### src/hdl/rcrb_pkg.sv
// ----------------------------------------------------------------------------
// rcrb_pkg: shared types and constants
// Word formats, command codes and the internal operation word that the
// front hands to the back through the queue.
// ----------------------------------------------------------------------------
package rcrb_pkg;

  localparam int RING_DEPTH  = 65536;
  localparam int ADDR_W      = $clog2(RING_DEPTH);
  localparam int LEN_W       = ADDR_W + 1;
  localparam int SAMPLE_W    = 24;
  localparam int FRAME_W     = 2 * SAMPLE_W;
  localparam int QUEUE_DEPTH = 2;  // power of two

  typedef enum logic [1:0] {
    CMD_CAPTURE = 2'd0,
    CMD_MARK    = 2'd1,
    CMD_ARM     = 2'd2,
    CMD_READ    = 2'd3
  } cmd_e;

  typedef enum logic [1:0] {
    OP_WRITE,
    OP_READ,
    OP_REPLY
  } op_kind_e;

  typedef struct packed {
    cmd_e                        command;
    logic signed [SAMPLE_W-1:0]  left_in;
    logic signed [SAMPLE_W-1:0]  right_in;
    logic                        mute;
    logic [LEN_W-1:0]            request_length;
    logic [ADDR_W-1:0]           read_index;
  } in_word_t;

  typedef struct packed {
    logic signed [SAMPLE_W-1:0]  left_out;
    logic signed [SAMPLE_W-1:0]  right_out;
    logic [ADDR_W-1:0]           position_value;
    logic [LEN_W-1:0]            length_value;
    logic                        valid_res;
  } out_word_t;

  // operation word between front and back
  typedef struct packed {
    op_kind_e                    kind;
    logic [ADDR_W-1:0]           addr;
    logic [SAMPLE_W-1:0]         left;
    logic [SAMPLE_W-1:0]         right;
    logic                        mute;
    logic [ADDR_W-1:0]           pos;
    logic [LEN_W-1:0]            lenv;
  } op_t;

  typedef struct packed {
    logic                        start;
    logic [LEN_W-1:0]            dividend;
    logic [LEN_W-1:0]            divisor;
  } mod_req_t;

  typedef struct packed {
    logic                        done;
    logic [ADDR_W-1:0]           rem;
  } mod_rsp_t;

endpackage

### src/hdl/rcrb_front.sv
// ----------------------------------------------------------------------------
// rcrb_front: command front end
// Accepts words, keeps ring and readout state, resolves addresses and
// queues write, read and reply operations for the back end.
// ----------------------------------------------------------------------------
module rcrb_front (
  input  logic                      clk,
  input  logic                      rst,
  input  logic                      item_valid,
  output logic                      item_stall,
  input  rcrb_pkg::in_word_t        item,
  input  logic                      cfg_valid,
  output logic                      cfg_ready,
  input  logic [rcrb_pkg::LEN_W-1:0] cfg_data,
  output logic                      q_push,
  output rcrb_pkg::op_t             q_op,
  input  logic                      q_full,
  output rcrb_pkg::mod_req_t        mod_req,
  input  rcrb_pkg::mod_rsp_t        mod_rsp
);
  import rcrb_pkg::*;

  typedef enum logic [1:0] {
    S_IDLE,
    S_DIV,
    S_ARM,
    S_READ
  } state_t;

  localparam logic [LEN_W-1:0] DEPTH_L = LEN_W'(RING_DEPTH);

  state_t             state;
  logic [LEN_W-1:0]   ring_length;
  logic [ADDR_W-1:0]  write_position;
  logic               has_wrapped;
  logic [ADDR_W-1:0]  marked_position;
  logic [ADDR_W-1:0]  readout_start;
  logic [LEN_W-1:0]   readout_length;
  logic [LEN_W-1:0]   arm_n;
  logic [ADDR_W-1:0]  rem_reg;
  logic               div_for_arm;

  logic               accept;
  logic [LEN_W-1:0]   len;
  logic [ADDR_W-1:0]  cap_pos;
  logic [LEN_W-1:0]   cap_inc;
  logic               cap_wrap;
  logic [LEN_W-1:0]   marked_ext;
  logic [LEN_W-1:0]   n_eff;
  logic [LEN_W-1:0]   unwrap_diff;
  logic [ADDR_W-1:0]  unwrap_start;
  logic [LEN_W-1:0]   unwrap_len;
  logic [LEN_W:0]     arm_sum;
  logic [LEN_W:0]     arm_sub;
  logic [ADDR_W-1:0]  arm_start;
  logic [LEN_W-1:0]   rd_sum;
  logic               rd_hit;
  logic               arm_div;
  logic               rd_div;

  assign cfg_ready  = 1'b1;
  assign item_stall = !((state == S_IDLE) && !q_full);
  assign accept     = item_valid && !item_stall;

  // ring length in use: zero acts as one, oversize clamps to depth
  assign len = (ring_length == '0) ? LEN_W'(1) :
               (ring_length > DEPTH_L) ? DEPTH_L : ring_length;

  // capture position and advance
  assign cap_pos  = ({1'b0, write_position} >= len) ? '0 : write_position;
  assign cap_inc  = {1'b0, cap_pos} + LEN_W'(1);
  assign cap_wrap = (cap_inc >= len);

  // arm readout
  assign marked_ext   = {1'b0, marked_position};
  assign n_eff        = (item.request_length > len) ? len : item.request_length;
  assign unwrap_diff  = marked_ext - n_eff;
  assign unwrap_start = (marked_ext >= n_eff) ? unwrap_diff[ADDR_W-1:0] : '0;
  assign unwrap_len   = (marked_ext >= n_eff) ? n_eff : marked_ext;
  assign arm_div      = has_wrapped && (marked_ext >= len);

  // wrapped start: (m + len - n) with m < len, n <= len, so one fold
  assign arm_sum   = {2'b00, rem_reg} + {1'b0, len} - {1'b0, arm_n};
  assign arm_sub   = arm_sum - {1'b0, len};
  assign arm_start = (arm_sum >= {1'b0, len}) ? arm_sub[ADDR_W-1:0]
                                              : arm_sum[ADDR_W-1:0];

  // read addressing
  assign rd_sum = {1'b0, readout_start} + {1'b0, item.read_index};
  assign rd_hit = ({1'b0, item.read_index} < readout_length);
  assign rd_div = rd_hit && (rd_sum >= len);

  always_comb begin
    mod_req.start    = 1'b0;
    mod_req.dividend = (item.command == CMD_ARM) ? marked_ext : rd_sum;
    mod_req.divisor  = len;
    if (accept) begin
      if (item.command == CMD_ARM) begin
        mod_req.start = arm_div;
      end else if (item.command == CMD_READ) begin
        mod_req.start = rd_div;
      end
    end
  end

  always_comb begin
    q_push = 1'b0;
    q_op   = '0;
    q_op.kind = OP_REPLY;
    unique case (state)
      S_IDLE: begin
        if (accept) begin
          unique case (item.command)
            CMD_CAPTURE: begin
              q_push     = 1'b1;
              q_op.kind  = OP_WRITE;
              q_op.addr  = cap_pos;
              q_op.left  = item.left_in;
              q_op.right = item.right_in;
              q_op.mute  = item.mute;
            end
            CMD_MARK: begin
              q_push   = 1'b1;
              q_op.pos = write_position;
            end
            CMD_ARM: begin
              q_push    = !has_wrapped;
              q_op.pos  = unwrap_start;
              q_op.lenv = unwrap_len;
            end
            CMD_READ: begin
              if (!rd_hit) begin
                q_push = 1'b1;
              end else if (!rd_div) begin
                q_push    = 1'b1;
                q_op.kind = OP_READ;
                q_op.addr = rd_sum[ADDR_W-1:0];
              end
            end
            default: begin
            end
          endcase
        end
      end
      S_ARM: begin
        q_push    = !q_full;
        q_op.pos  = arm_start;
        q_op.lenv = arm_n;
      end
      S_READ: begin
        q_push    = !q_full;
        q_op.kind = OP_READ;
        q_op.addr = rem_reg;
      end
      S_DIV: begin
      end
      default: begin
      end
    endcase
  end

  always_ff @(posedge clk) begin
    if (rst) begin
      state           <= S_IDLE;
      ring_length     <= DEPTH_L;
      write_position  <= '0;
      has_wrapped     <= 1'b0;
      marked_position <= '0;
      readout_start   <= '0;
      readout_length  <= '0;
    end else begin
      if (cfg_valid && cfg_ready) begin
        ring_length <= cfg_data;
      end
      unique case (state)
        S_IDLE: begin
          if (accept) begin
            unique case (item.command)
              CMD_CAPTURE: begin
                write_position <= cap_wrap ? '0 : cap_inc[ADDR_W-1:0];
                if (cap_wrap) begin
                  has_wrapped <= 1'b1;
                end
              end
              CMD_MARK: begin
                marked_position <= write_position;
              end
              CMD_ARM: begin
                arm_n <= n_eff;
                if (has_wrapped) begin
                  if (arm_div) begin
                    div_for_arm <= 1'b1;
                    state       <= S_DIV;
                  end else begin
                    rem_reg <= marked_position;
                    state   <= S_ARM;
                  end
                end else begin
                  readout_start  <= unwrap_start;
                  readout_length <= unwrap_len;
                end
              end
              CMD_READ: begin
                if (rd_div) begin
                  div_for_arm <= 1'b0;
                  state       <= S_DIV;
                end
              end
              default: begin
              end
            endcase
          end
        end
        S_DIV: begin
          if (mod_rsp.done) begin
            rem_reg <= mod_rsp.rem;
            state   <= div_for_arm ? S_ARM : S_READ;
          end
        end
        S_ARM: begin
          if (!q_full) begin
            readout_start  <= arm_start;
            readout_length <= arm_n;
            state          <= S_IDLE;
          end
        end
        S_READ: begin
          if (!q_full) begin
            state <= S_IDLE;
          end
        end
        default: begin
          state <= S_IDLE;
        end
      endcase
    end
  end

endmodule

### config.mk
export PLATFORM = sky130hd
export DESIGN_NAME = rcrb_front
export DESIGN_NICKNAME = d
export VERILOG_FILES = /design/src/hdl/rcrb_pkg.sv /design/src/hdl/rcrb_front.sv
export SDC_FILE = /design/constraint.sdc
export NUM_CORES = 1
export LEC_CHECK = 0
export BUFFER_PORTS_ARGS = -buffer_cell sky130_fd_sc_hd__buf_2
export CAP_MARGIN = 25
export CORE_UTILIZATION = 51
export CTS_CLUSTER_SIZE = 20
export DETAILED_ROUTE_END_ITERATION = 8
export PLACE_DENSITY = 0.78
export SYNTH_ARGS = -nofsm -noshare
export SYNTH_HDL_FRONTEND = slang
export SYNTH_SLANG_ARGS = --single-unit
### constraint.sdc
create_clock -name clk -period 8.8 [get_ports clk]
set_clock_uncertainty 0.1 [all_clocks]
set_input_delay 0.44 -clock clk [delete_from_list [all_inputs] [get_ports clk]]
set_output_delay 0.44 -clock clk [all_outputs]
set_load 0.01 [all_outputs]
==> flow_summary.yaml <==
detailed_routing:
  drcViolationCount: 0
  drtIter0Drc: 1898
  ant_nets: 0
  drtPass1Iterations: 6
  wl_per_cell_um: 25.4
  routed_wirelength_mm: 56.0
  dr_total_vias: 14318
  via_per_inst: 6.49
sta:
  slew_headroom_pct: 22.4
  tightestPinTransition_ps: 1160
  setup_viol: 0
  final-hold-violation-count: 0
  period_needed_ps: 8230
  rsz0062_at_grt: "false"
  slew_viol_final: 0
  finalCritPeriodShare_pct: 93.6
  setup_tns_ps: 0
  fmax_mhz: 121
yosys:
  yosys_most_used_dff: "dfxtp_1"
  synth_top_family_by_area: "compound AO/OA/AOI/OAI gates"
  ys_warn_count: 0
  muxShareOfSynthArea_pct: 5.95
  synthArstFlopShare_pct: 0
  synth.distinct_cells: 83
  synth_nets: 1959
  synthCells: 1643
  synth-xor-area-share_pct: 4.26
  yosys.area_share.simple_pct: 19.1
  ys_seq_area_share_pct: 21.0
  synth-edff-count: 34
  ys_ff_latch: 119
  synth_compound_area_share_pct: 23.1
  syn_area_per_cell_um2: 7.89
  syn-cell-area_um2: 13000
  synthAdderAreaFrac_pct: 19.7
clocking:
  cts_hold_buf: 0
  clk_pin_slew_ps: 60
  cts_buffers: 17
  clk-insertion-delay-late_ps: 440
  clockBufferDepth: 2
  cts.sinks: 119
  cts_tree: "built"
  htreeDepth: 4
  cts-root-buf: "clkbuf_16"
place:
  dpl.hpwl_mm: 43.8
  io_buffers: 259
  place_congestion: 1.03
  place_area_um2: 14600
global_routing:
  grt_pass1_vias: 13500
  grt_pass1_wl_mm: 82.0
  gr-total-overflow: 0
  grt.total_usage_pct: 42.4
  grt_antenna_before_repair: 3
  grt_max_degree: 58
min_path:
  hold_class: "primary input to register"
  min-delay-start: "cfg_data[16]"
  hold_depth: 3
  whs_endpoint: "ring_length[16]"
pwr:
  leakagePower_uw: 0.00741
  p_per_area_nw_per_um2: 158
  vdd_drop_max_uv: 134
run_status:
  status: "finished, final reports clean"
floorplan:
  die_x_um: 161
  die_y_um: 161
  core_um2: 24600
  ioPinCount: 261
  rows: 57
  initial_core_util_pct: 52.7
  die_area_um2: 26100
cells_and_area:
  final_area_um2: 15200
  seqCellArea_um2: 2720
  syn2layout_area_growth_pct: 17.0
  fillerInstances: 2247
  fin_nets: 2182
  drive_above_1_share_pct: 20.3
  reg_top3: "arm_n (17), readout_length (17), ring_length (17)"
  multi_input_area_um2: 9390
worst_setup_path:
  crit_start: "ring_length[0]"
  crit_type: "register to output pin"
  r2r_start: "ring_length[0]"
  crit_required_ps: 8260
  cp.arrival_ps: 7690
  start_kind: "register"
  crit_path_max_fanout: 15
  r2r_cells: 30
  r2r-end: "write_position[13]"
  r2r_slack_ps: 1070
  worst_setup_path_end_kind: "output pin"
run:
  cap_violations: 0
worst max-delay path by stage:
stage	to	slack, ps	depth (start not counted)
after floorplan	q_op[19]	2540	27
after global placement	q_op[24]	1050	28
after detailed placement	q_op[24]	1020	28
after CTS	q_op[24]	530	28
after global routing	q_op[24]	140	26
final	q_op[24]	570	26
per-layer routing:
| layer | vias up | track usage [%] | wire length, um |
|---|---|---|---|
| met3 | 224 | 11.5 | 6930 |
| met4 | 2 | 26.9 | 3810 |
| li1 | 6393 | - | - |
| met1 | 6640 | 53.9 | 21900 |
| met5 | - | 0 | 13 |
| met2 | 1059 | 63.3 | 23300 |
worst max-delay path, stage by stage, from the launching register on:
cell and delay [ps]:
dfxtp_1 330, nor4_1 360, nand4_1 240, nand2_1 440, nand2_1 390, fa_1 620
inv_1 70, ha_1 310, a211oi_1 330, o21ai_1 210, a221oi_2 430, o21ai_1 210
o21a_1 200, nor2_1 110, xnor2_1 160, ha_1 390, nand3_1 150, or4_1 530
nor3_1 170, nor3_1 80, o211ai_1 110, mux2i_2 110, buf_4 210, and2_1 170
o21ai_1 500, o21ai_1 210, buf_2 190
per-stage QoR:
stage / power [uW] / hold slack, ps / util, % / setup WS [ps] / instances
after CTS: 2350 / 134 / 61.6 / 528 / 2202
final: 2390 / 135 / 61.7 / 565 / 2205
after detailed placement: 1630 / 388 / 59.2 / 1020 / 2170
after global routing: 2480 / 151 / 61.6 / 138 / 2204
after floorplan: 1300 / 350 / - / 2540 / 1643
after global placement: 1630 / 369 / 59.2 / 1050 / 2170
synthesized netlist by cell type, types with 7 or more instances:
library cell    n  area share (%)
xor2_1         18             1.2
mux2_2         22             1.9
o21bai_1        8            0.46
xnor2_1        45             3.0
ha_1          174              17
fa_1           19             2.9
mux2_4          7            0.81
nor3_1         17            0.66
and3_1         61             2.9
o21ai_0        83             3.2
a32oi_1        17             1.1
clkbuf_1       72             2.1
nor2b_1        20            0.97
nand3_1        38             1.5
edfxtp_1       34             7.9
nand2b_1       14            0.68
and2_1          8            0.39
a211o_1        17             1.1
nor2_1        126             3.6
o21a_1         24             1.4
a31oi_1        38             1.8
a211oi_1       10            0.58
a21oi_1       113             4.4
inv_1         132             3.8
nand4_1        22             1.1
mux2i_1        39             3.0
o31ai_1        16            0.93
dfxtp_1        85              13
o211ai_1       15            0.87
nor4_1          9            0.43
o21ai_1        18            0.70
a222oi_1       13             1.0
a21o_1         33             1.9
nand2_1       174             5.0
cell type report:
type	instances	area share [%]
tap	324	2.67
inverter	134	3.32
antenna	2	0.0330
clock buffer	18	2.97
multi-input combinational	1301	61.9
timing repair buffer	293	10.3
clock inverter	14	0.891
sequential	119	17.9
report_power, final:
group	switching, uW	leakage (uW)	internal [uW]	total (uW)
sequential	24.0	0.00101	596	620
clock	320	0.000291	413	732
combinational	649	0.00612	392	1040
total	993	0.00741	1400	2390
layout by cell type, fill, tap and decap left out, types with 4 or more instances in the layout:
cell type / n
o21ai_0: 83
xor2_1: 18
o21a_1: 24
a21o_1: 33
a211oi_1: 9
nand3_1: 38
xnor2_1: 45
nor2b_1: 20
mux2i_1: 39
o211ai_1: 15
a222oi_1: 13
o21bai_1: 8
a211o_1: 17
clkbuf_16: 18
buf_2: 259
o31ai_1: 16
dfxtp_1: 85
edfxtp_1: 34
or3_1: 5
o21ai_1: 18
o22ai_1: 6
mux2_4: 7
inv_1: 132
and2_1: 8
nand4_1: 22
fa_1: 19
ha_1: 173
nor2_1: 125
a31oi_1: 38
nor3_1: 17
nor4_1: 9
and3_1: 61
a21oi_1: 111
nand2b_1: 14
a32oi_1: 17
buf_4: 33
or2_2: 5
a22oi_1: 4
nand2_1: 174
mux2_2: 22
logic make-up after synthesis:
kind of cell,count (synthesis)
buffers and inverters,223
DFF,119
muxes,70
xor gates and xnor gates,63
and+or+nand+nor,519
other,1
AOI/OAI and AO/OA,455
adders and majority gates,193
what timing repair did:
action	in CTS	in global routing
resized for setup	0	1
setup endpoints to repair	0	1
endpoints found under the hold margin	0	0
buffers inserted	0	0
Power figures use the tool's default switching activity.
