===== config.mk =====
export PLATFORM = sky130hd
export DESIGN_NAME = rcrb_fifo
export DESIGN_NICKNAME = d
export VERILOG_FILES = /design/src/hdl/rcrb_pkg.sv /design/src/hdl/rcrb_fifo.sv
export SDC_FILE = /design/constraint.sdc
export NUM_CORES = 1
export LEC_CHECK = 0
export BUFFER_PORTS_ARGS = -buffer_cell sky130_fd_sc_hd__buf_4
export CELL_PAD_IN_SITES_DETAIL_PLACEMENT = 0
export CELL_PAD_IN_SITES_GLOBAL_PLACEMENT = 2
export CORE_MARGIN = 2
export CORE_UTILIZATION = 34
export CTS_CLUSTER_SIZE = 25
export DETAILED_ROUTE_END_ITERATION = 6
export PLACE_DENSITY_LB_ADDON = 0.12
export SYNTH_ARGS = -nofsm -noshare
export SYNTH_HDL_FRONTEND = slang
export SYNTH_SLANG_ARGS = --single-unit

===== constraint.sdc =====
create_clock -name clk -period 5.6 [get_ports clk]
set_input_delay 0.56 -clock clk [delete_from_list [all_inputs] [get_ports clk]]
set_output_delay 0.56 -clock clk [all_outputs]
set_load 0.01 [all_outputs]

===== src/hdl/rcrb_pkg.sv =====
// ----------------------------------------------------------------------------
// rcrb_pkg: shared types and constants
// Word formats, command codes and the internal operation word that the
// front hands to the back through the queue.
// ----------------------------------------------------------------------------
package rcrb_pkg;

  localparam int RING_DEPTH  = 65536;
  localparam int ADDR_W      = $clog2(RING_DEPTH);
  localparam int LEN_W       = ADDR_W + 1;
  localparam int SAMPLE_W    = 24;
  localparam int FRAME_W     = 2 * SAMPLE_W;
  localparam int QUEUE_DEPTH = 2;  // power of two

  typedef enum logic [1:0] {
    CMD_CAPTURE = 2'd0,
    CMD_MARK    = 2'd1,
    CMD_ARM     = 2'd2,
    CMD_READ    = 2'd3
  } cmd_e;

  typedef enum logic [1:0] {
    OP_WRITE,
    OP_READ,
    OP_REPLY
  } op_kind_e;

  typedef struct packed {
    cmd_e                        command;
    logic signed [SAMPLE_W-1:0]  left_in;
    logic signed [SAMPLE_W-1:0]  right_in;
    logic                        mute;
    logic [LEN_W-1:0]            request_length;
    logic [ADDR_W-1:0]           read_index;
  } in_word_t;

  typedef struct packed {
    logic signed [SAMPLE_W-1:0]  left_out;
    logic signed [SAMPLE_W-1:0]  right_out;
    logic [ADDR_W-1:0]           position_value;
    logic [LEN_W-1:0]            length_value;
    logic                        valid_res;
  } out_word_t;

  // operation word between front and back
  typedef struct packed {
    op_kind_e                    kind;
    logic [ADDR_W-1:0]           addr;
    logic [SAMPLE_W-1:0]         left;
    logic [SAMPLE_W-1:0]         right;
    logic                        mute;
    logic [ADDR_W-1:0]           pos;
    logic [LEN_W-1:0]            lenv;
  } op_t;

  typedef struct packed {
    logic                        start;
    logic [LEN_W-1:0]            dividend;
    logic [LEN_W-1:0]            divisor;
  } mod_req_t;

  typedef struct packed {
    logic                        done;
    logic [ADDR_W-1:0]           rem;
  } mod_rsp_t;

endpackage


===== src/hdl/rcrb_fifo.sv =====
// ----------------------------------------------------------------------------
// rcrb_fifo: operation queue
// Small register queue decoupling command handling from memory access.
// ----------------------------------------------------------------------------
module rcrb_fifo (
  input  logic          clk,
  input  logic          rst,
  input  logic          push,
  input  rcrb_pkg::op_t push_data,
  output logic          full,
  input  logic          pop,
  output rcrb_pkg::op_t pop_data,
  output logic          empty
);
  import rcrb_pkg::*;

  localparam int PTR_W = (QUEUE_DEPTH > 1) ? $clog2(QUEUE_DEPTH) : 1;
  localparam int CNT_W = $clog2(QUEUE_DEPTH + 1);

  op_t              entries [QUEUE_DEPTH];
  logic [PTR_W-1:0] wr_ptr;
  logic [PTR_W-1:0] rd_ptr;
  logic [CNT_W-1:0] count;

  assign full     = (count == CNT_W'(QUEUE_DEPTH));
  assign empty    = (count == '0);
  assign pop_data = entries[rd_ptr];

  always_ff @(posedge clk) begin
    if (push) begin
      entries[wr_ptr] <= push_data;
    end
  end

  always_ff @(posedge clk) begin
    if (rst) begin
      wr_ptr <= '0;
      rd_ptr <= '0;
      count  <= '0;
    end else begin
      if (push) begin
        wr_ptr <= wr_ptr + 1'b1;
      end
      if (pop) begin
        rd_ptr <= rd_ptr + 1'b1;
      end
      if (push && !pop) begin
        count <= count + 1'b1;
      end else if (pop && !push) begin
        count <= count - 1'b1;
      end
    end
  end

endmodule


==> results of run 1 <==
worst max path at each step:
stage                   start       endpoint  cells past startpoint
floorplan                push  entries[0][0]                      1
global placement    flip-flop    pop_data[7]                      3
detailed placement  flip-flop    pop_data[7]                      3
CTS                 flip-flop    pop_data[7]                      3
global route        flip-flop   pop_data[56]                      3
finish              flip-flop    pop_data[2]                      3
power by group:
group          internal [mW]  switching (mW)
Sequential              1.79          0.0341
Clock                  0.833           0.549
Combinational          0.228           0.187
Total                   2.85           0.770
per-stage QoR:
step / std cells / setup slack, ns
detailed placement: 810 / 2.88
floorplan: 333 / 0.116
CTS: 848 / 2.35
global placement: 810 / 2.89
global route: 848 / 2.22
finish: 848 / 2.43
synth_stat cells, drive strengths merged:
master,number,area [sq um]
edfxtp,200,6010
mux2,100,1130
buf,11,120
dfxtp,5,100
nor2,5,18.8
xnor2,2,17.5
xor2,2,17.5
a21oi,1,5.00
and2,1,6.26
and2b,1,8.76
ha,1,12.5
inv,1,3.75
nor2b,1,6.26
o21ai,1,5.00
or3,1,6.26
worst max-delay path: stages, from the launching register on:
cell     delay, ns
dfxtp_4       0.80
buf_4         0.66
mux2_2        0.42
buf_4         0.15
logic make-up (layout without fill, tap and decap cells):
family / after synthesis / after routing / synth area share, %
flip-flops: 205 / 205 / 81.9
multiplexers: 100 / 100 / 15.1
buffers and inverters: 12 / 247 / 1.66
AND/OR/NAND/NOR: 9 / 9 / 0.621
XOR/XNOR: 4 / 4 / 0.470
AO/OA/AOI/OAI: 2 / 2 / 0.134
adder cells (fa/ha/maj): 1 / 1 / 0.168
final cells by class:
type | instances | area [sq um] | area share [%]
Sequential cell | 205 | 6110 | 61.4
Timing Repair Buffer | 208 | 1560 | 15.7
Multi-Input combinational cell | 116 | 1240 | 12.5
Clock buffer | 27 | 591 | 5.93
Tap cell | 280 | 350 | 3.52
Clock inverter | 11 | 96.3 | 0.968
Inverter | 1 | 3.75 | 0.0377
registers in the layout (all words and copies together), names as in the netlist, named ones only:
name,flops
count,2
rd_ptr,1
wr_ptr,1
entries,200
routing by layer:
metal,vias to the layer above,share of wire [%],track usage [%]
met2,119,51,21.6
met5,-,0,0.828
met4,0,2.1,3.69
met3,28,8.5,4.85
li1,1758,-,-
met1,1839,39,14.1
==> metrics.md, run 1 <==
| Metric | Value |
|---|---|
| Status | finished clean |
| Critical path class | flip-flop to output port |
| Die Ht | 152 um |
| Cts repair resizes | 0 |
| Number of global-route vias before repair | 4053 |
| Worst-path maximum fanout | 52 |
| Reg-to-reg startpoint | wr_ptr |
| Syn Std Cell Area | roughly 7500 sq um |
| Synth warnings | 0 |
| Commonest non-fill, non-tap cell in the layout | buf_4 |
| Clock transition at path regs | ~0.060 ns |
| Overall routed net length | 15000 um |
| Skew final | 0.00735 ns |
| Mapped Cells | ~330 |
| FF-to-FF setup slack | 3.32 ns |
| Vias | around 3.7k |
| Die area | ~23000 sq um |
| Register area share after synthesis | between 80% and 90% |
| IO Pins | a little over 200 |
| Worst setup SP type | flip-flop |
| Layout area overhead | 33.4% |
| Dpl cell area | slightly above 9000 sq um |
| Design Power | 3.62 mW |
| Crit end category | output port |
| Final-stage net count | 659 |
| CTS Buf Count | 22 |
| # diodes | 0 |
| Antenna violations before repair | 0 |
| Reg2Reg Capture Point | entries[0][99] |
| Fillers | 1931 |
| Cts hold-fix bufs | 0 |
| Worst Hold End | entries[1][66] |
| Final Setup Violations | 0 |
| Max transition margin | 22.7% |
| Unique masters post-synth | 16 |
| Placer congestion estimate | around 0.7 |
| TNS Setup | 0 ns |
| Hold WC Path Type | primary input to flip-flop |
| First-pass GRT wire length | 22500 um |
| Slew @ Worst Pin | around 1.2 ns |
| Largest net degree at the start of global routing | a little over 80 |
| Critical Path AT | 2.61 ns |
| Most frequent cells in the layout | buf_4 (208), edfxtp_1 (200), mux2_2 (100) |
| Max Fclk | 0.316 GHz |
| Effective utilization at floorplan | 34.4% |
| Residual DRC | 0 |
| Final Critical Period | 3.17 ns |
| DRT Pass-1 Iters | 4 |
| VDD IR max | 0.000221 V |
| Pwr dens | ~360 nW/um^2 |
| Detailed Place HPWL | ~9500 um |
| Fin. Hold Viols | 0 |
| #FFs+latches synth | ~200 |
| Die Span X | 152 um |
| WL per Instance | about 18 um |
| Slew Viols, Final | 0 |
| Hold Crit Depth | 1 |
| CTS max path bufs | 3 |
| Max Cap Viol | 0 |
| Drt via density | 4.42 |
| GRT overflow | 0 |
| H-tree Lvls | 1 |
| Data required, critical path | 5.04 ns |
| Post-route antenna net violation count | 0 |
| Syn_area_per_cell | 22.4 sq um |
| RSZ-0062 raised after global routing | no |
| CTS tree | yes |
| Initial DRC count | approximately 160 |
| Final core utilization | 45.9% |
| Hold_ws | between 0.2 and 0.25 ns |
| Layout cells sized above 1 | 59.7% |
| R2R depth | 2 |
| Core box area | 21700 sq um |
| Clock root cell | clkbuf_16 |
| Post-CTS setup buffer count | 0 |
| Clock Latency Late Sink | 0.49 ns |
| # rows | 54 |
| I/O Buffers | 205 |
| Period utilisation layout | 56.5% |
| Hold Path Origin | push_data[66] |
| Syn_nets | 438 |
| Clock sinks | 205 |
| GRT Util Overall | 12.4% |
| Leak | 3.69 nW |
| Final Cell Area | 9950 sq um |
(Power assumes the default switching activity.)
==> run 2, diff against run 1 <==
--- a/config.mk
+++ b/config.mk
@@ -5,11 +5,12 @@
 export SDC_FILE = /design/constraint.sdc
 export NUM_CORES = 1
 export LEC_CHECK = 0
+export ABC_AREA = 1
 export BUFFER_PORTS_ARGS = -buffer_cell sky130_fd_sc_hd__buf_4
 export CELL_PAD_IN_SITES_DETAIL_PLACEMENT = 0
 export CELL_PAD_IN_SITES_GLOBAL_PLACEMENT = 2
 export CORE_MARGIN = 2
-export CORE_UTILIZATION = 34
+export CORE_UTILIZATION = 35
 export CTS_CLUSTER_SIZE = 25
 export DETAILED_ROUTE_END_ITERATION = 6
 export PLACE_DENSITY_LB_ADDON = 0.12
==> constraint.sdc (replaced) <==
create_clock -name clk -period 2.9 [get_ports clk]
set_input_delay 0.29 -clock clk [delete_from_list [all_inputs] [get_ports clk]]
set_output_delay 0.29 -clock clk [all_outputs]
set_load 0.01 [all_outputs]
==> run 2 against run 1 <==
Compared with the run above: synthesized cell count increased by 3.3%; final area increased by 15%; clock skew increased by 0.0029 ns; hold slack got worse by 0.18 ns; routed wire length increased by 5.0%; sequential power increased by 91%; die area increased by 3.4%; register-to-register slack got worse by 2.1 ns; clock power increased by 99%; critical path depth unchanged; sequential share of layout area decreased by 8.1 points; largest power group unchanged; global-route usage increased by 0.21 points; highest routed layer unchanged.
==> metrics.md, run 2 <==
| Metric | Value |
|---|---|
| Status | finished clean |
| Layout cells sized above 1 | 50.3% |
| Largest reg by FF count | entries |
| Reg-to-reg startpoint | wr_ptr |
| Worst-path cell chain | buf_4, mux2_4, buf_4 |
| Worst path max stage delay | approximately 0.74 ns |
| Cts repair resizes | 0 |
| Count leader, synth | edfxtp_1 |
| Critical Path AT | 2.11 ns |
| Clock root cell | clkbuf_16 |
| Fin. Hold Viols | 0 |
| Clock sinks | between 200 and 250 |
| Die Ht | 155 um |
| Max Cap Viol | 0 |
| GR Layer Usage met3 | 3.11% |
| Final core utilization | approximately 51% |
| Met1 usage | 15.2% |
| Number of enable flip-flop cells after synthesis | 200 |
| Hold_ws | 0.0643 ns |
| VDD IR max | 0.000431 V |
| Post-synthesis simple-gate area fraction | 0.772% |
| Area share of fa/ha/maj cells after synthesis | 0.157% |
| TNS Setup | 0 ns |
| Mapped Cells | approximately 340 |
| Skew final | 0.0102 ns |
| Ranking of synthesized cells by area | edfxtp_1 (76%), mux2_4 (19%), buf_12 (2.5%) |
| Most used cell, CP | buf_4 |
| Post-CTS setup buffer count | 0 |
| Slowest cell on crit path | dfxtp_4 |
| DRT Pass-1 Iters | 4 |
| GRT overflow | 0 |
| Syn_area_per_cell | roughly 23 sq um |
| Critical path class | flip-flop to output port |
| Effective utilization at floorplan | a little over a third |
| Synth Area in Compound Gates | 0.126% |
| Pre-CTS setup slack | 0.971 ns |
| Flip-flop count of the largest register after layout | 200 |
| #FFs+latches synth | about 210 |
| Commonest non-fill, non-tap cell in the layout | buf_4 |
| Vias | 4275 |
| Placer congestion estimate | 0.691 |
| I/O Buffers | between 200 and 250 |
| Max Fclk | 0.417 GHz |
| Crit end category | output port |
| Synth async-reset ratio | 0% |
| Yosys top cell by area | edfxtp_1 |
| Most frequent cells in the layout | buf_4 (209), edfxtp_1 (200), dlygate4sd3_1 (101) |
| First-pass GRT wire length | 23800 um |
| Period utilisation layout | 82.6% |
| Final Worst Setup Slack | 0.504 ns |
| Yosys top cell area share | 75.6% |
| GR met2 Demand/Resource | 22.2% |
| Multiplexer share of the synthesized area | 18.9% |
| FF-to-FF setup slack | 1.23 ns |
| R2R depth | 3 |
| Reg2Reg Capture Point | entries[1][97] |
| Crit path to | pop_data[30] |
| Hold WC Path Type | primary input to flip-flop |
| IO Pins | between 200 and 250 |
| Synth warnings | 0 |
| WL per Instance | 16.2 um |
| Clock Latency Late Sink | 0.49 ns |
| Commonest cells in the synthesized netlist | edfxtp_1 (200), mux2_4 (100), buf_12 (10) |
| Dpl cell area | 9730 sq um |
| Overall routed net length | 15800 um |
| XOR/XNOR Fraction of Synth Area | 0.110% |
| Placed Cells | 830 |
| Core box area | 22400 sq um |
| Slew Viols, Final | 0 |
| Final std cells w/o fill | 972 |
| Register area share after synthesis | around 77% |
| Final Cell Area | between 10000 and 15000 sq um |
| CTS max path bufs | 3 |
| Biggest regs | entries (200), count (2) |
| Worst-path maximum fanout | 29 |
| Antenna violations before repair | 1 |
| Ys flop type | edfxtp_1 |
| Number of global-route vias before repair | 4495 |
| # rows | between 50 and 60 |
| RSZ-0062 raised after global routing | no |
| Residual DRC | 0 |
| Clock transition at path regs | ~0.06 ns |
| Final Critical Period | 2.40 ns |
| Syn_nets | 449 |
| Unique masters post-synth | 15 |
| Syn Std Cell Area | 7950 sq um |
| Die Span X | between 150 and 200 um |
| Worst setup SP type | flip-flop |
| Slew @ Worst Pin | 0.749 ns |
| GRT Util Overall | 12.6% |
| Final Setup Violations | 0 |
| Final-stage net count | a little under 800 |
| CTS tree | yes |
| H-tree Lvls | 1 |
| Detailed Place HPWL | 9880 um |
| Layout area overhead | 44.3% |
| CTS Buf Count | 22 |
| Die area | 23900 sq um |
| Leak | roughly 4.6 nW |
| Data required, critical path | 2.61 ns |
| Initial DRC count | 221 |
| Largest net degree at the start of global routing | 54 |
| GRT busiest layer | met2 |
| Largest family of logic cells by synthesized area | multiplexers |
| Drt via density | 4.40 |
| Post-route antenna net violation count | 0 |
| Pwr dens | ~630 nW/um^2 |
| Design Power | approximately 7.2 mW |
| Max transition margin | 50.1% |
run 2: worst max-delay path, delay by kind of cell, from the launching register on:
kind                   cells  cell delay (ns)
buffers and inverters      2             0.54
DFF                        1             0.74
muxes                      1             0.34
run 2: final cells by class:
type | count | area, sq um
fillers | 1889 | 11000
flip-flops and latches | 205 | 6110
repair buffers | 313 | 2640
multi-input cells | 119 | 1600
clock buffers | 33 | 633
well taps | 285 | 357
clock inverters | 7 | 82.6
inverters | 9 | 36.3
diodes | 1 | 2.50
run 2: timing repair:
item                                   4_1_cts  5_1_grt
hold buffers                               101        0
endpoints found under the hold margin      203        0
setup endpoints to repair                    0        0
run 2: metal layers:
metal / vias to the layer above / part of all wire, %
li1: 2000 / -
met1: 2105 / 40
met2: 134 / 51
met3: 36 / 6.1
met4: 0 / 2.6
met5: - / 0
run 2: how the worst min path moves through the flow:
stage | from | to | slack, ns | cells after the start
2_1_floorplan | rst | flip-flop | 0.36 | 1
4_1_cts | pop | flip-flop | 0.05 | 3
6_report | pop | flip-flop | 0.06 | 3
3_3_place_gp | push_data[16] | entries[0][16] | 0.47 | 1
3_5_place_dp | push_data[24] | entries[1][24] | 0.48 | 1
5_1_grt | pop | rd_ptr | 0.05 | 3
run 2: power breakdown:
group / total [mW] / switching (mW) / internal [mW]
sequential: 3.50 / 0.0641 / 3.43
combinational: 0.998 / 0.393 / 0.606
clock: 2.75 / 1.06 / 1.68
total: 7.24 / 1.52 / 5.72
run 2: cell families (layout without fill, tap and decap cells):
logic type               Yosys count  in the layout
AND/OR/NAND/NOR                   15             15
adder cells (fa/ha/maj)            1              1
XOR/XNOR                           1              1
AO/OA/AOI/OAI                      2              2
other                              0              1
flip-flops                       205            205
buffers and inverters             20            362
multiplexers                     100            100
==> run 3, diff against run 2 <==
==> constraint.sdc (replaced) <==
create_clock -name clk -period 1.99 [get_ports clk]
set_input_delay 0.199 -clock clk [delete_from_list [all_inputs] [get_ports clk]]
set_output_delay 0.199 -clock clk [all_outputs]
set_load 0.01 [all_outputs]
==> run 3 against run 2 <==
Compared with the run above: non-clock buffer count is 3 higher; flip-flop and latch count did not move; critical path depth is the same; global-route usage shrank 0.37 points; clock skew shrank 0.00094 ns; clock-buffer cell count decreased by 8; worst setup slack worse by 0.43 ns; critical endpoint is now pop_data[21]; largest cell class unchanged; largest power group unchanged.
==> metrics.md, run 3 (synthesized netlist as in run 2, its figures left out) <==
| Metric | Value |
|---|---|
| Status | finished clean |
| Reg-to-reg startpoint | wr_ptr |
| Fin. Hold Viols | 0 |
| Reg2Reg Capture Point | entries[1][52] |
| Vias | 4134 |
| GRT overflow | 0 |
| Post-CTS setup buffer count | 0 |
| RSZ-0062 raised after global routing | no |
| Max transition margin | 77.8% |
| Post-route antenna net violation count | 0 |
| Most frequent cells in the layout | buf_4 (205), edfxtp_1 (200), dlygate4sd3_1 (104) |
| Max Fclk | 0.521 GHz |
| Clock transition at path regs | 0.06 ns |
| Largest net degree at the start of global routing | 56 |
| Max Cap Viol | 0 |
| Clock sinks | 205 |
| VDD IR max | 0.000612 V |
| Die Ht | between 150 and 200 um |
| Clock Latency Late Sink | 0.49 ns |
| Worst setup SP type | flip-flop |
| Slew @ Worst Pin | 0.333 ns |
| GRT Util Overall | roughly an eighth |
| Core box area | 22400 sq um |
| FF-to-FF setup slack | 0.78 ns |
| Skew final | 0.00929 ns |
| Critical path class | flip-flop to output port |
| I/O Buffers | 205 |
| # diodes | 0 |
| Period utilisation layout | 96.5% |
| Pwr dens | 906 nW/um^2 |
| Worst-path maximum fanout | 37 |
| Initial DRC count | about 110 |
| WL per Instance | roughly 15 um |
| CTS max path bufs | 3 |
| CTS tree | yes |
| Crit end category | output port |
| Slew Viols, Final | 0 |
| Residual DRC | 0 |
| IO Pins | 206 |
| Detailed Place HPWL | between 9000 and 10000 um |
| Final Setup Violations | 0 |
| Commonest non-fill, non-tap cell in the layout | buf_4 |
| Effective utilization at floorplan | 35.4% |
| Number of global-route vias before repair | 4336 |
| CTS Buf Count | 22 |
| Leak | 4.59 nW |
| Die Span X | between 150 and 200 um |
| Final core utilization | 51.5% |
| Placer congestion estimate | 0.705 |
| Final Critical Period | 1.92 ns |
| Hold WC Path Type | primary input to flip-flop |
| R2R depth | 3 |
| Biggest regs | entries (200), count (2) |
| Data required, critical path | about 1.8 ns |
| Hold_ws | roughly 0.43 ns |
| Layout cells sized above 1 | 50.9% |
| Final-stage net count | 778 |
| Drt via density | roughly 4.2 |
| Design Power | 10.5 mW |
| Largest reg by FF count | entries |
| # rows | 55 |
| Critical Path AT | 1.72 ns |
| Die area | approximately 24000 sq um |
| Clock root cell | clkbuf_16 |
| Flip-flop count of the largest register after layout | 200 |
| Antenna violations before repair | 0 |
| DRT Pass-1 Iters | 4 |
| Overall routed net length | around 15000 um |
| Crit path to | pop_data[21] |
| H-tree Lvls | 1 |
| Layout area overhead | 45.4% |
| First-pass GRT wire length | between 20000 and 25000 um |
==> run 3: cell types whose count changed in the layout (fill, tap and decap cells not counted), sizes merged <==
cell	previous run	this run
clkinvlp	0	1
dlygate4sd3	101	104
diode	1	0
inv	9	8
clkbuf	33	25
clkinv	5	12
==> run 3: routing by layer <==
metal,global-route usage (%),vias to the layer above,wire length [um]
li1,-,2005,-
met1,14.7,1996,5890
met2,21.4,112,7800
met3,3.53,21,1000
met4,3.84,0,289
met5,0,-,0
==> run 3: worst min-delay path by stage <==
| stage | from | endpoint | slack [ns] | cells past startpoint |
|---|---|---|---|---|
| after floorplan | rst | wr_ptr | 0.27 | 1 |
| after global placement | push_data[32] | entries[1][32] | 0.38 | 1 |
| after detailed placement | push_data[91] | entries[0][91] | 0.39 | 1 |
| after CTS | push_data[8] | entries[1][8] | 0.40 | 2 |
| after global routing | push_data[87] | entries[1][87] | 0.41 | 2 |
| final | push_data[96] | entries[0][96] | 0.43 | 2 |
==> run 3: cell type report <==
type	count	area, sq um
clock buffer	25	583
tap	285	357
sequential	205	6110
timing repair buffer	316	2740
fill	1857	10900
multi-input combinational	119	1600
inverter	9	37.5
clock inverter	14	115
==> run 3: power breakdown <==
part	leakage [nW]	internal [mW]	switching (mW)
Clock	0.352	2.35	1.54
Sequential	1.92	5.00	0.0616
Combinational	2.32	0.913	0.599
Total	4.59	8.26	2.20
==> run 3: what timing repair did <==
| item | CTS | global route |
|---|---|---|
| hold buffers | 104 | 0 |
| endpoints found under the hold margin | 205 | 0 |
| gates resized for setup | 2 | 1 |
| pin swaps | 0 | 0 |
| cloned | 1 | 0 |
| endpoints found under the setup margin | 63 | 2 |
==> run 3: through the flow <==
step	cell area, sq um	std cells	setup TNS [ns]	worst slack, ns
4_1_cts	11500	973	0	0.0182
3_3_place_gp	9770	829	0	0.488
2_1_floorplan	7960	344	-49.32	-0.271
3_5_place_dp	9770	829	0	0.475
5_1_grt	11500	973	0	0.00370
6_report	11500	973	0	0.0696
==> run 3: critical path: stages, from the launching register on <==
cell and delay [ns]:
dfxtp_4 0.43, buf_16 0.29, mux2_4 0.34, buf_4 0.14
