## src/hdl/rcrb_pkg.sv

```systemverilog
// ----------------------------------------------------------------------------
// rcrb_pkg: shared types and constants
// Word formats, command codes and the internal operation word that the
// front hands to the back through the queue.
// ----------------------------------------------------------------------------
package rcrb_pkg;

  localparam int RING_DEPTH  = 65536;
  localparam int ADDR_W      = $clog2(RING_DEPTH);
  localparam int LEN_W       = ADDR_W + 1;
  localparam int SAMPLE_W    = 24;
  localparam int FRAME_W     = 2 * SAMPLE_W;
  localparam int QUEUE_DEPTH = 2;  // power of two

  typedef enum logic [1:0] {
    CMD_CAPTURE = 2'd0,
    CMD_MARK    = 2'd1,
    CMD_ARM     = 2'd2,
    CMD_READ    = 2'd3
  } cmd_e;

  typedef enum logic [1:0] {
    OP_WRITE,
    OP_READ,
    OP_REPLY
  } op_kind_e;

  typedef struct packed {
    cmd_e                        command;
    logic signed [SAMPLE_W-1:0]  left_in;
    logic signed [SAMPLE_W-1:0]  right_in;
    logic                        mute;
    logic [LEN_W-1:0]            request_length;
    logic [ADDR_W-1:0]           read_index;
  } in_word_t;

  typedef struct packed {
    logic signed [SAMPLE_W-1:0]  left_out;
    logic signed [SAMPLE_W-1:0]  right_out;
    logic [ADDR_W-1:0]           position_value;
    logic [LEN_W-1:0]            length_value;
    logic                        valid_res;
  } out_word_t;

  // operation word between front and back
  typedef struct packed {
    op_kind_e                    kind;
    logic [ADDR_W-1:0]           addr;
    logic [SAMPLE_W-1:0]         left;
    logic [SAMPLE_W-1:0]         right;
    logic                        mute;
    logic [ADDR_W-1:0]           pos;
    logic [LEN_W-1:0]            lenv;
  } op_t;

  typedef struct packed {
    logic                        start;
    logic [LEN_W-1:0]            dividend;
    logic [LEN_W-1:0]            divisor;
  } mod_req_t;

  typedef struct packed {
    logic                        done;
    logic [ADDR_W-1:0]           rem;
  } mod_rsp_t;

endpackage

```

## src/hdl/rcrb_mod.sv

```systemverilog
// ----------------------------------------------------------------------------
// rcrb_mod: iterative remainder unit
// Restoring remainder, one dividend bit per cycle. Divisor must be nonzero
// and no larger than the ring depth.
// ----------------------------------------------------------------------------
module rcrb_mod (
  input  logic             clk,
  input  logic             rst,
  input  rcrb_pkg::mod_req_t req,
  output rcrb_pkg::mod_rsp_t rsp
);
  import rcrb_pkg::*;

  localparam int CNT_W = $clog2(LEN_W + 1);

  logic                busy;
  logic                done;
  logic [CNT_W-1:0]    count;
  logic [LEN_W-1:0]    shreg;
  logic [LEN_W-1:0]    divisor;
  logic [ADDR_W-1:0]   rem;
  logic [LEN_W-1:0]    trial;
  logic [LEN_W-1:0]    diff;

  assign trial = {rem, shreg[LEN_W-1]};
  assign diff  = trial - divisor;

  always_ff @(posedge clk) begin
    if (rst) begin
      busy <= 1'b0;
      done <= 1'b0;
    end else begin
      done <= 1'b0;
      if (req.start) begin
        busy    <= 1'b1;
        count   <= CNT_W'(LEN_W);
        shreg   <= req.dividend;
        divisor <= req.divisor;
        rem     <= '0;
      end else if (busy) begin
        rem   <= (trial >= divisor) ? diff[ADDR_W-1:0] : trial[ADDR_W-1:0];
        shreg <= {shreg[LEN_W-2:0], 1'b0};
        count <= count - 1'b1;
        if (count == CNT_W'(1)) begin
          busy <= 1'b0;
          done <= 1'b1;
        end
      end
    end
  end

  assign rsp.done = done;
  assign rsp.rem  = rem;

endmodule

```

## config.mk

```make
export PLATFORM = sky130hd
export DESIGN_NAME = rcrb_mod
export DESIGN_NICKNAME = d
export VERILOG_FILES = /design/src/hdl/rcrb_pkg.sv /design/src/hdl/rcrb_mod.sv
export SDC_FILE = /design/constraint.sdc
export NUM_CORES = 1
export LEC_CHECK = 0
export CAP_MARGIN = 20
export CORE_ASPECT_RATIO = 1.75
export CORE_MARGIN = 2
export CORE_UTILIZATION = 60
export DETAILED_ROUTE_END_ITERATION = 6
export DONT_BUFFER_PORTS = 1
export GPL_TIMING_DRIVEN = 0
export PLACE_DENSITY = 0.77
export REMOVE_ABC_BUFFERS = 1
export SLEW_MARGIN = 20
export SYNTH_ARGS = -nofsm -noshare
export SYNTH_HDL_FRONTEND = slang
export SYNTH_SLANG_ARGS = --single-unit
```

## constraint.sdc

```tcl
create_clock -name clk -period 8.2 [get_ports clk]
set_input_delay 1.64 -clock clk [delete_from_list [all_inputs] [get_ports clk]]
set_output_delay 1.64 -clock clk [all_outputs]
set_load 0.02 [all_outputs]
```

==> results of run 1 <==
==> power by group through the flow <==
stage	sequential, mW	clock, mW	combinational [mW]
floorplan	0.371	0	0.128
global placement	0.375	0	0.155
detailed placement	0.375	0	0.162
CTS	0.369	0.255	0.164
global route	0.371	0.264	0.183
finish	0.369	0.253	0.165
==> state kept, by name (all words and copies together), names as in the netlist <==
signal	cells
rem	16
done	1
shreg	17
busy	1
count	5
divisor	17
==> cells by family after synthesis <==
kind of cell    Yosys count
compound gates           82
xor+xnor                 10
fa+ha+maj                20
buf+inv                  35
flops                    57
mux                      16
simple gates             69
==> Yosys cell counts, drive strengths merged <==
| cell | count | share of area, % |
|---|---|---|
| and4 | 1 | 0.26 |
| edfxtp | 55 | 50 |
| xnor2 | 8 | 2.1 |
| nand3 | 13 | 2.0 |
| and3b | 1 | 0.26 |
| clkbuf | 3 | 0.34 |
| o221ai | 3 | 0.98 |
| or3 | 2 | 0.38 |
| buf | 6 | 1.2 |
| o211a | 1 | 0.30 |
| nor3 | 10 | 1.5 |
| a21o | 9 | 2.0 |
| o21ai | 14 | 2.8 |
| o21a | 7 | 1.8 |
| a31o | 1 | 0.26 |
| a21oi | 26 | 4.8 |
| nand4 | 2 | 0.38 |
| ha | 19 | 7.2 |
| a221oi | 1 | 0.26 |
| mux2 | 16 | 5.4 |
| fa | 1 | 0.60 |
| o211ai | 6 | 1.4 |
| a31oi | 1 | 0.19 |
| o311ai | 1 | 0.26 |
| and3 | 6 | 1.1 |
| nor2b | 3 | 0.57 |
| a211oi | 8 | 1.8 |
| a211o | 3 | 0.79 |
| nand2 | 8 | 0.91 |
| nor2 | 15 | 1.7 |
| nand4b | 1 | 0.26 |
| xor2 | 2 | 0.53 |
| o31ai | 1 | 0.23 |
| and2 | 4 | 0.75 |
| nor4b | 1 | 0.26 |
| inv | 26 | 2.9 |
| dfxtp | 2 | 1.2 |
| nand2b | 2 | 0.38 |
==> final timing paths <==
path	startpoint	endpoint	slack, ns	cells past startpoint
worst max-delay path	rem[2]$_SDFFCE_PP0P_	rem[13]$_SDFFCE_PP0P_	5.34	7
worst min-delay path	busy$_SDFF_PP0_	done$_SDFF_PP0_	0.49	1
worst max register to register	rem[2]$_SDFFCE_PP0P_	rem[13]$_SDFFCE_PP0P_	5.34	7
worst min register to register	busy$_SDFF_PP0_	done$_SDFF_PP0_	0.49	1
==> routing by layer <==
layer | share of wire [%] | GRT usage [%] | up-vias
met1 | 38 | 25.21 | 1104
met2 | 53 | 41.56 | 71
met3 | 6.0 | 7.089 | 18
met5 | 0 | 0 | -
met4 | 2.8 | 11.97 | 0
li1 | - | - | 1103
==> per-stage QoR <==
stage	cells	instance area [µm²]	setup WS [ns]	utilization [%]
2_1_floorplan	280	3264	4.468	-
3_5_place_dp	356	3406	5.359	64.27
5_1_grt	372	3591	5.185	67.77
4_1_cts	372	3591	5.344	67.77
3_3_place_gp	354	3357	3.684	63.35
6_report	372	3591	5.338	67.77
==> final cells by class <==
class,instances,area (µm²)
tap,74,92.59
clock buffer,9,123.9
timing repair buffer,2,38.79
fill,395,1708
sequential,57,1692
inverter,26,97.59
multi-input combinational,197,1485
clock inverter,7,61.31
==> worst reg2reg max path: stages (launching register included) <==
cell      delay, ns
edfxtp_1       0.52
ha_1           0.43
a21o_1         0.26
a21oi_4        0.25
a21oi_4        0.10
o21ai_2        0.57
nand2_1        0.24
a211oi_1       0.30
==> impl_metrics.py, run 1 <==
metrics = {
    "run_status": {
        "status": "complete, no violations",
    },
    "route": {
        "post_drt_wl_per_cell_um": 18.28,
        "viasPerCell": 6.172,
        "drc": 0,
        "num_vias": 2296,
        "drt-pass1-iter-count": 4,
        "drtIter0Drc": 88,
        "drt_wl_total_um": 6802,
        "ant_nets": 0,
    },
    "setup_path": {
        "critPathKind": "reg -> reg",
        "path_buf_inv": 0,
        "crit_fanout": 14,
        "crit_top_cell": "a21oi_4",
        "cpPeakStageDelay_ns": 0.57,
        "crit_family": "compound AO/OA/AOI/OAI gates",
        "cp.required_ns": 8.35,
        "cp_slowest_cell": "o21ai_2",
        "worst_setup_path_end_kind": "register",
        "crit_chain": "ha_1 -> a21o_1 -> a21oi_4 -> a21oi_4 -> o21ai_2 -> nand2_1 -> a211oi_1",
        "crit_path_start_kind": "register",
        "cp.arrival_ns": 3.02,
    },
    "floorplanning": {
        "die_area_mm2": 0.006160,
        "num_rows": 35,
        "chipWidth_um": 60.20,
        "start_util_pct": 62.57,
        "fp.dieH_um": 102.3,
        "ioPinCount": 54,
        "core-area_mm2": 0.005299,
    },
    "worst_hold_path": {
        "hp-class": "reg -> reg",
    },
    "clock_network": {
        "cts-buffers-inserted": 9,
        "post_cts_buffers": 0,
        "ctsHoldBuffers": 0,
        "cts.sinks": 57,
        "cts-htree-levels": 3,
        "clk_pin_slew_ns": 0.07,
        "cts_resized": 0,
        "clkLatencyLatePin_ns": 0.34,
        "cts_root_buffer": "clkbuf_8",
        "max-clock-path-buffers": 2,
        "cts_tree": "built",
    },
    "sta": {
        "max_freq_mhz": 349.4,
        "setup_viol": 0,
        "finalClockSkew_ns": 0.01203,
        "hold_viol": 0,
        "tightest_slew_ns": 0.8272,
        "slew-limit-headroom_pct": 44.85,
        "rsz0062_at_grt": "no",
        "maxSlewViolCount": 0,
        "hold_ws_ns": 0.4889,
        "period_share_pct": 34.91,
        "finalSetupTns_ns": 0,
        "min_period_ns": 2.862,
    },
    "power": {
        "clkPwrFrac_pct": 32.2,
        "p_comb_share_pct": 21.0,
        "p_sw_share_pct": 29.66,
        "internal_power_mw": 0.5532,
        "powerDensity_mw_per_mm2": 219.0,
        "power_mw": 0.7864,
        "sequentialPowerShare_pct": 46.9,
        "switching_power_mw": 0.2332,
        "leakage_nw": 1.387,
        "ir_drop_mv": 0.1664,
    },
    "synthesis": {
        "synth-compound-area-share_pct": 17.92,
        "synthXorXnorAreaFrac_pct": 2.642,
        "syn_area_mm2": 0.003316,
        "syn_area_per_cell_um2": 11.47,
        "synthCells": 289,
        "synthSimpleGateAreaFrac_pct": 10.72,
        "ys_ff_latch": 57,
        "ys_warn_count": 0,
        "synth_top_family_by_area": "compound AO/OA/AOI/OAI gates",
        "synth_adder_area_share_pct": 7.774,
        "ys_types": 48,
        "synth_mux_area_share_pct": 5.434,
        "ys_seq_area_share_pct": 51.02,
    },
    "grt": {
        "overflow": 0,
        "grt_pass1_wl_um": 10830,
        "antenna_found_initial": 0,
        "grt_pass1_vias": 2420,
        "grt_max_degree": 38,
        "track_usage_pct": 23.83,
    },
    "placed_design": {
        "dp_hpwl_um": 4797,
        "routabilityCongestion": 0.9657,
        "port_buffers": 0,
    },
    "finish": {
        "final_cell_mix": "edfxtp_1, inv_1, a21oi_1",
        "n_antenna_cell": 0,
        "nNetsFinal": 350,
        "drive_above_1_share_pct": 15.10,
        "mostFrequentLayoutCell": "edfxtp_1",
        "area_growth_pct": 8.302,
    },
    "run": {
        "max-cap-violations": 0,
    },
}
Note: power is estimated with default switching activity, not from simulation.
==> run 2, diff against run 1 <==
==> constraint.sdc (replaced) <==
create_clock -name clk -period 2.7 [get_ports clk]
set_input_delay 0.54 -clock clk [delete_from_list [all_inputs] [get_ports clk]]
set_output_delay 0.54 -clock clk [all_outputs]
set_load 0.02 [all_outputs]
==> run 2 against run 1 <==
Clock skew fell by 0.0020 ns. Sequential power rose to 3.0 times the previous value. First-iteration DRC count rose by 17%. Core utilization rose by 1.4 points. Cell count rose by 1.1%. Count of clock-buffer cells in the layout did not move. Critical endpoint is now rem[12]$_SDFFCE_PP0P_.
==> impl_metrics.py, run 2 (synthesis gave the netlist of run 1 again) <==
metrics = {
    "route": {
        "drt-pass1-iter-count": 5,
        "num_vias": 2356,
        "drtIter0Drc": 103,
        "drc": 0,
        "ant_nets": 0,
        "drt_wl_total_um": 6983,
        "post_drt_wl_per_cell_um": 18.57,
        "viasPerCell": 6.266,
    },
    "finish": {
        "nNetsFinal": 354,
        "nFillCells": 387,
        "final_cell_mix": "edfxtp_1, inv_1, a21oi_1",
        "drive_above_1_share_pct": 17.55,
        "area_growth_pct": 10.49,
        "n_antenna_cell": 0,
        "top_regs": "divisor (17), shreg (17), rem (16)",
        "mostFrequentLayoutCell": "edfxtp_1",
    },
    "floorplanning": {
        "start_util_pct": 62.57,
        "core-area_mm2": 0.005299,
        "num_rows": 35,
        "chipWidth_um": 60.20,
        "fp.dieH_um": 102.3,
        "die_area_mm2": 0.006160,
        "ioPinCount": 54,
    },
    "sta": {
        "period_share_pct": 96.91,
        "finalSetupTns_ns": 0,
        "min_period_ns": 2.617,
        "tightest_slew_ns": 0.7723,
        "max_freq_mhz": 382.2,
        "slew-limit-headroom_pct": 48.39,
        "rsz0062_at_grt": "no",
        "maxSlewViolCount": 0,
        "finalClockSkew_ns": 0.01000,
        "hold_viol": 0,
        "setup_viol": 0,
    },
    "setup_path": {
        "cp.arrival_ns": 2.70,
        "crit_fanout": 17,
        "critPathKind": "reg -> reg",
        "r2r_end": "rem[12]$_SDFFCE_PP0P_",
        "crit_path_start_kind": "register",
        "reg2reg_depth": 7,
        "worst_setup_path_end_kind": "register",
        "cp.required_ns": 2.78,
        "r2r_start": "rem[2]$_SDFFCE_PP0P_",
        "r2r_slack_ns": 0.08,
    },
    "grt": {
        "overflow": 0,
        "track_usage_pct": 24.06,
        "grt_pass1_wl_um": 10900,
        "grt_max_degree": 38,
        "antenna_found_initial": 0,
        "grt_pass1_vias": 2418,
    },
    "placed_design": {
        "dp_hpwl_um": 4797,
        "port_buffers": 0,
        "routabilityCongestion": 0.9657,
    },
    "power": {
        "leakage_nw": 1.410,
        "powerDensity_mw_per_mm2": 656.6,
        "ir_drop_mv": 0.5043,
        "power_mw": 2.406,
    },
    "run_status": {
        "status": "complete, no violations",
    },
    "clock_network": {
        "cts.sinks": 57,
        "ctsHoldBuffers": 0,
        "cts_root_buffer": "clkbuf_8",
        "max-clock-path-buffers": 2,
        "cts-htree-levels": 3,
        "clkLatencyLatePin_ns": 0.33,
        "clk_pin_slew_ns": 0.07,
        "cts-buffers-inserted": 9,
        "cts_tree": "built",
    },
    "run": {
        "max-cap-violations": 0,
    },
    "worst_hold_path": {
        "whs_path_depth": 1,
        "min_from": "rst",
        "hold_end": "busy$_SDFF_PP0_",
        "hp-class": "in -> reg",
    },
}
run 2: cell count changes in the layout (fill, tap and decap cells not counted), sizes merged:
| cell | before | now |
|---|---|---|
| buf | 2 | 6 |
run 2: per-layer routing:
| layer | GRT usage (%) | wire, µm | vias up |
|---|---|---|---|
| met3 | 6.835 | 489 | 20 |
| met5 | 0 | 0 | - |
| met2 | 40.47 | 3696 | 98 |
| met1 | 26.72 | 2596 | 1130 |
| li1 | - | - | 1108 |
| met4 | 12.99 | 200 | 0 |
run 2: worst max path at each step:
stage	cells past startpoint	slack, ns	to	startpoint
5_1_grt	10	0.0006	rem[12]$_SDFFCE_PP0P_	shreg[16]$_DFFE_PP_
2_1_floorplan	2	0.07	count[0]$_SDFFCE_PP1P_	req[34]
6_report	7	0.08	rem[12]$_SDFFCE_PP0P_	rem[2]$_SDFFCE_PP0P_
3_5_place_dp	7	-0.14	rem[2]$_SDFFCE_PP0P_	rem[2]$_SDFFCE_PP0P_
4_1_cts	7	0.04	rem[2]$_SDFFCE_PP0P_	rem[9]$_SDFFCE_PP0P_
3_3_place_gp	2	-0.72	shreg[10]$_DFFE_PP_	req[34]
run 2: area by class of cell:
cell class                      instances  area (µm²)  share of cell area [%]
Sequential cell                        57        1692                   46.17
Multi-Input combinational cell        197        1528                   41.70
Clock buffer                            9       123.9                   3.381
Inverter                               26       97.59                   2.664
Tap cell                               74       92.59                   2.527
Timing Repair Buffer                    6       68.82                   1.878
Clock inverter                          7       61.31                   1.673
run 2: critical path, cell delays in order, from the launching register on:
cell,delay (ns)
edfxtp_1,0.52
ha_1,0.43
a21o_1,0.26
a21oi_4,0.25
a21oi_4,0.11
o21a_4,0.31
or3_1,0.36
o211a_1,0.13
run 2: report_power, final:
group	internal, mW	switching, mW	leakage [nW]
registers	1.06	0.0637	0.542
clock network	0.416	0.348	0.0962
logic	0.218	0.304	0.773
total	1.69	0.716	1.41
run 2: metrics by stage:
| step | setup slack (ns) | utilization [%] | hold WS (ns) | instances | area, µm² |
|---|---|---|---|---|---|
| 2_1_floorplan | 0.06841 | - | 0.4536 | 280 | 3264 |
| 3_5_place_dp | -0.1410 | 64.27 | 0.4827 | 356 | 3406 |
| 4_1_cts | 0.03643 | 68.03 | 0.2671 | 372 | 3605 |
| 6_report | 0.08334 | 69.14 | 0.2824 | 376 | 3664 |
| 5_1_grt | 0.0006404 | 69.14 | 0.2750 | 376 | 3664 |
| 3_3_place_gp | -0.7163 | 63.35 | 0.4620 | 354 | 3357 |
run 2: timing repair:
| action | 4_1_cts | 5_1_grt |
|---|---|---|
| pin swaps | 0 | 1 |
| resized for setup | 3 | 5 |
| endpoints found under the setup margin | 5 | 8 |
| buffers inserted | 0 | 4 |
==> run 3, diff against run 2 <==
--- a/config.mk
+++ b/config.mk
@@ -5,6 +5,7 @@
 export SDC_FILE = /design/constraint.sdc
 export NUM_CORES = 1
 export LEC_CHECK = 0
+export ABC_AREA = 1
 export CAP_MARGIN = 20
 export CORE_ASPECT_RATIO = 1.75
 export CORE_MARGIN = 2
@@ -12,6 +13,7 @@
 export DETAILED_ROUTE_END_ITERATION = 6
 export DONT_BUFFER_PORTS = 1
 export GPL_TIMING_DRIVEN = 0
+export MAX_ROUTING_LAYER = met4
 export PLACE_DENSITY = 0.77
 export REMOVE_ABC_BUFFERS = 1
 export SLEW_MARGIN = 20
==> run 3 against run 2 <==
Core utilization fell by 1.3 points. Die area rose by 9.3%. Worst setup slack improved by 0.11 ns. First-iteration DRC count rose by 34%. Highest routed layer unchanged. Critical path type unchanged. Critical path depth grew 3. Final area grew 8.9%. Synthesized area grew 9.8%. Cell count rose by 48%.
==> impl_metrics.py, run 3 <==
metrics = {
    "clock_network": {
        "cts_tree": "built",
        "cts-htree-levels": 3,
        "max-clock-path-buffers": 2,
        "clkLatencyLatePin_ns": 0.36,
        "cts_root_buffer": "clkbuf_8",
        "cts.sinks": 57,
        "ctsHoldBuffers": 0,
        "clk_pin_slew_ns": 0.06,
        "cts-buffers-inserted": 9,
    },
    "setup_path": {
        "crit_path_start_kind": "register",
        "cp_slowest_cell": "edfxtp_1",
        "cp.required_ns": 2.81,
        "crit_family": "simple AND/OR/NAND/NOR gates",
        "reg2reg_depth": 10,
        "cpPeakStageDelay_ns": 0.53,
        "crit_top_cell": "nand2_1",
        "cp.arrival_ns": 2.61,
        "crit_fanout": 12,
        "crit_chain": "ha_1 -> nand2_1 -> nor2_1 -> nand2_1 -> o21ai_1 -> nor2_4 -> nand2_2 -> nand2_1 -> nand2_1 -> nor2_1",
        "critPathKind": "reg -> reg",
        "r2r_start": "rem[6]$_SDFFCE_PP0P_",
        "path_buf_inv": 0,
        "r2r_slack_ns": 0.20,
        "r2r_end": "rem[0]$_SDFFCE_PP0P_",
        "worst_setup_path_end_kind": "register",
    },
    "finish": {
        "area_growth_pct": 9.588,
        "nFillCells": 517,
        "mostFrequentLayoutCell": "nand2_1",
        "seq_area_mm2": 0.001692,
        "nNetsFinal": 532,
        "final_util_pct": 67.87,
        "drive_above_1_share_pct": 11.46,
        "multi_input_area_mm2": 0.001585,
        "top_regs": "divisor (17), shreg (17), rem (16)",
        "final_cell_mix": "nand2_1, inv_1, edfxtp_1",
        "n_antenna_cell": 0,
        "final_cells": 558,
    },
    "power": {
        "ir_drop_mv": 0.5359,
        "leakage_nw": 2.034,
        "power_mw": 2.472,
        "powerDensity_mw_per_mm2": 619.5,
    },
    "sta": {
        "maxSlewViolCount": 0,
        "period_share_pct": 92.77,
        "hold_viol": 0,
        "tightest_slew_ns": 0.5665,
        "rsz0062_at_grt": "no",
        "finalClockSkew_ns": 0.01702,
        "slew-limit-headroom_pct": 62.00,
        "setup_viol": 0,
        "min_period_ns": 2.505,
        "finalWorstSetupSlack_ns": 0.1952,
        "max_freq_mhz": 399.2,
    },
    "placed_design": {
        "port_buffers": 0,
        "dp_hpwl_um": 5844,
        "routabilityCongestion": 0.9863,
        "post-place-ws_ns": -0.2596,
        "dp_cells": 536,
    },
    "floorplanning": {
        "core-area_mm2": 0.005879,
        "num_rows": 37,
        "die_area_mm2": 0.006732,
        "start_util_pct": 61.93,
        "fp.dieH_um": 107.1,
        "chipWidth_um": 62.89,
        "ioPinCount": 54,
    },
    "route": {
        "drc": 0,
        "viasPerCell": 5.090,
        "drt-pass1-iter-count": 4,
        "ant_nets": 0,
        "post_drt_wl_per_cell_um": 13.96,
        "drtIter0Drc": 138,
        "num_vias": 2840,
        "drt_wl_total_um": 7792,
    },
    "synthesis": {
        "synth_top_area_share_pct": 45.36,
        "ys_warn_count": 0,
        "synth_edf_count": 55,
        "synth_commonest_cells": "nand2_1, inv_1, edfxtp_1",
        "yosys.area.top_type": "edfxtp_1",
        "ys_seq_area_share_pct": 46.46,
        "synth_flop_cell": "edfxtp_1",
        "synth.most_common_cell": "nand2_1",
        "ys_ff_latch": 57,
        "syn_area_mm2": 0.003641,
        "async_flop_share_pct": 0,
        "synthCells": 464,
        "synth_area_leaders": "edfxtp_1, nand2_1, inv_1",
        "syn_area_per_cell_um2": 7.847,
        "ys_types": 31,
    },
    "worst_hold_path": {
        "hp-class": "in -> reg",
        "min_from": "rst",
        "whs_path_depth": 1,
        "hold_end": "done$_SDFF_PP0_",
    },
    "grt": {
        "antenna_found_initial": 0,
        "grt_pass1_vias": 2817,
        "overflow": 0,
        "track_usage_pct": 25.40,
        "grt_max_degree": 37,
        "grt_pass1_wl_um": 12440,
    },
    "run": {
        "max-cap-violations": 0,
    },
    "run_status": {
        "status": "complete, no violations",
    },
}
==> run 3: power breakdown <==
group	leakage (nW)	internal, mW	total [mW]	switching [mW]
combinational	1.40	0.220	0.605	0.386
sequential	0.543	1.06	1.12	0.0626
clock	0.0918	0.420	0.748	0.328
==> run 3: repair_timing <==
action,4_1_cts,5_1_grt
resized for setup,1,1
pin swaps,0,1
setup endpoints to repair,7,7
setup buffers,0,5
==> run 3: worst max-delay path by stage <==
stage / start / end / slack (ns) / depth (start not counted)
finish: rem[6]$_SDFFCE_PP0P_ / rem[0]$_SDFFCE_PP0P_ / 0.20 / 10
global route: rem[6]$_SDFFCE_PP0P_ / rem[10]$_SDFFCE_PP0P_ / 0.03 / 10
CTS: rem[9]$_SDFFCE_PP0P_ / rem[10]$_SDFFCE_PP0P_ / 0.08 / 11
detailed placement: rem[11]$_SDFFCE_PP0P_ / rem[1]$_SDFFCE_PP0P_ / -0.26 / 11
global placement: req[34] / busy$_SDFF_PP0_ / -2.20 / 4
floorplan: req[34] / count[0]$_SDFFCE_PP1P_ / -0.88 / 2
==> run 3: cells by family (layout without fill, tap and decap cells) <==
family          Yosys count  count (layout)  share of synthesized area [%]
compound gates           14              14                          2.165
xor+xnor                  7               7                          1.684
fa+ha+maj                20              20                          7.079
buf+inv                  96             112                          10.65
flops                    57              57                          46.46
simple gates            270             270                          31.96
==> run 3: per-layer routing <==
metal	routed length (µm)	part of all wire, %	track usage, %
met5	0	0	-
met4	238	3.1	15.24
met2	4267	55	45.74
met1	2932	38	24.18
met3	355	4.6	5.876
==> run 3: metrics by stage <==
step | cell area (µm²) | hold WS, ns | setup TNS (ns)
after floorplan | 3580 | 0.4209 | -34.41
after global placement | 3677 | 0.4248 | -95.22
after detailed placement | 3749 | 0.5067 | -3.804
after CTS | 3933 | 0.2496 | 0
after global routing | 3990 | 0.2551 | 0
final | 3990 | 0.2588 | 0
==> run 3: final cells by class <==
type / instances / share of cell area (%)
Inverter: 87 / 8.184
Timing Repair Buffer: 9 / 2.759
Clock inverter: 4 / 1.098
Clock buffer: 12 / 3.387
Multi-Input combinational cell: 311 / 39.73
Sequential cell: 57 / 42.40
Tap cell: 78 / 2.446
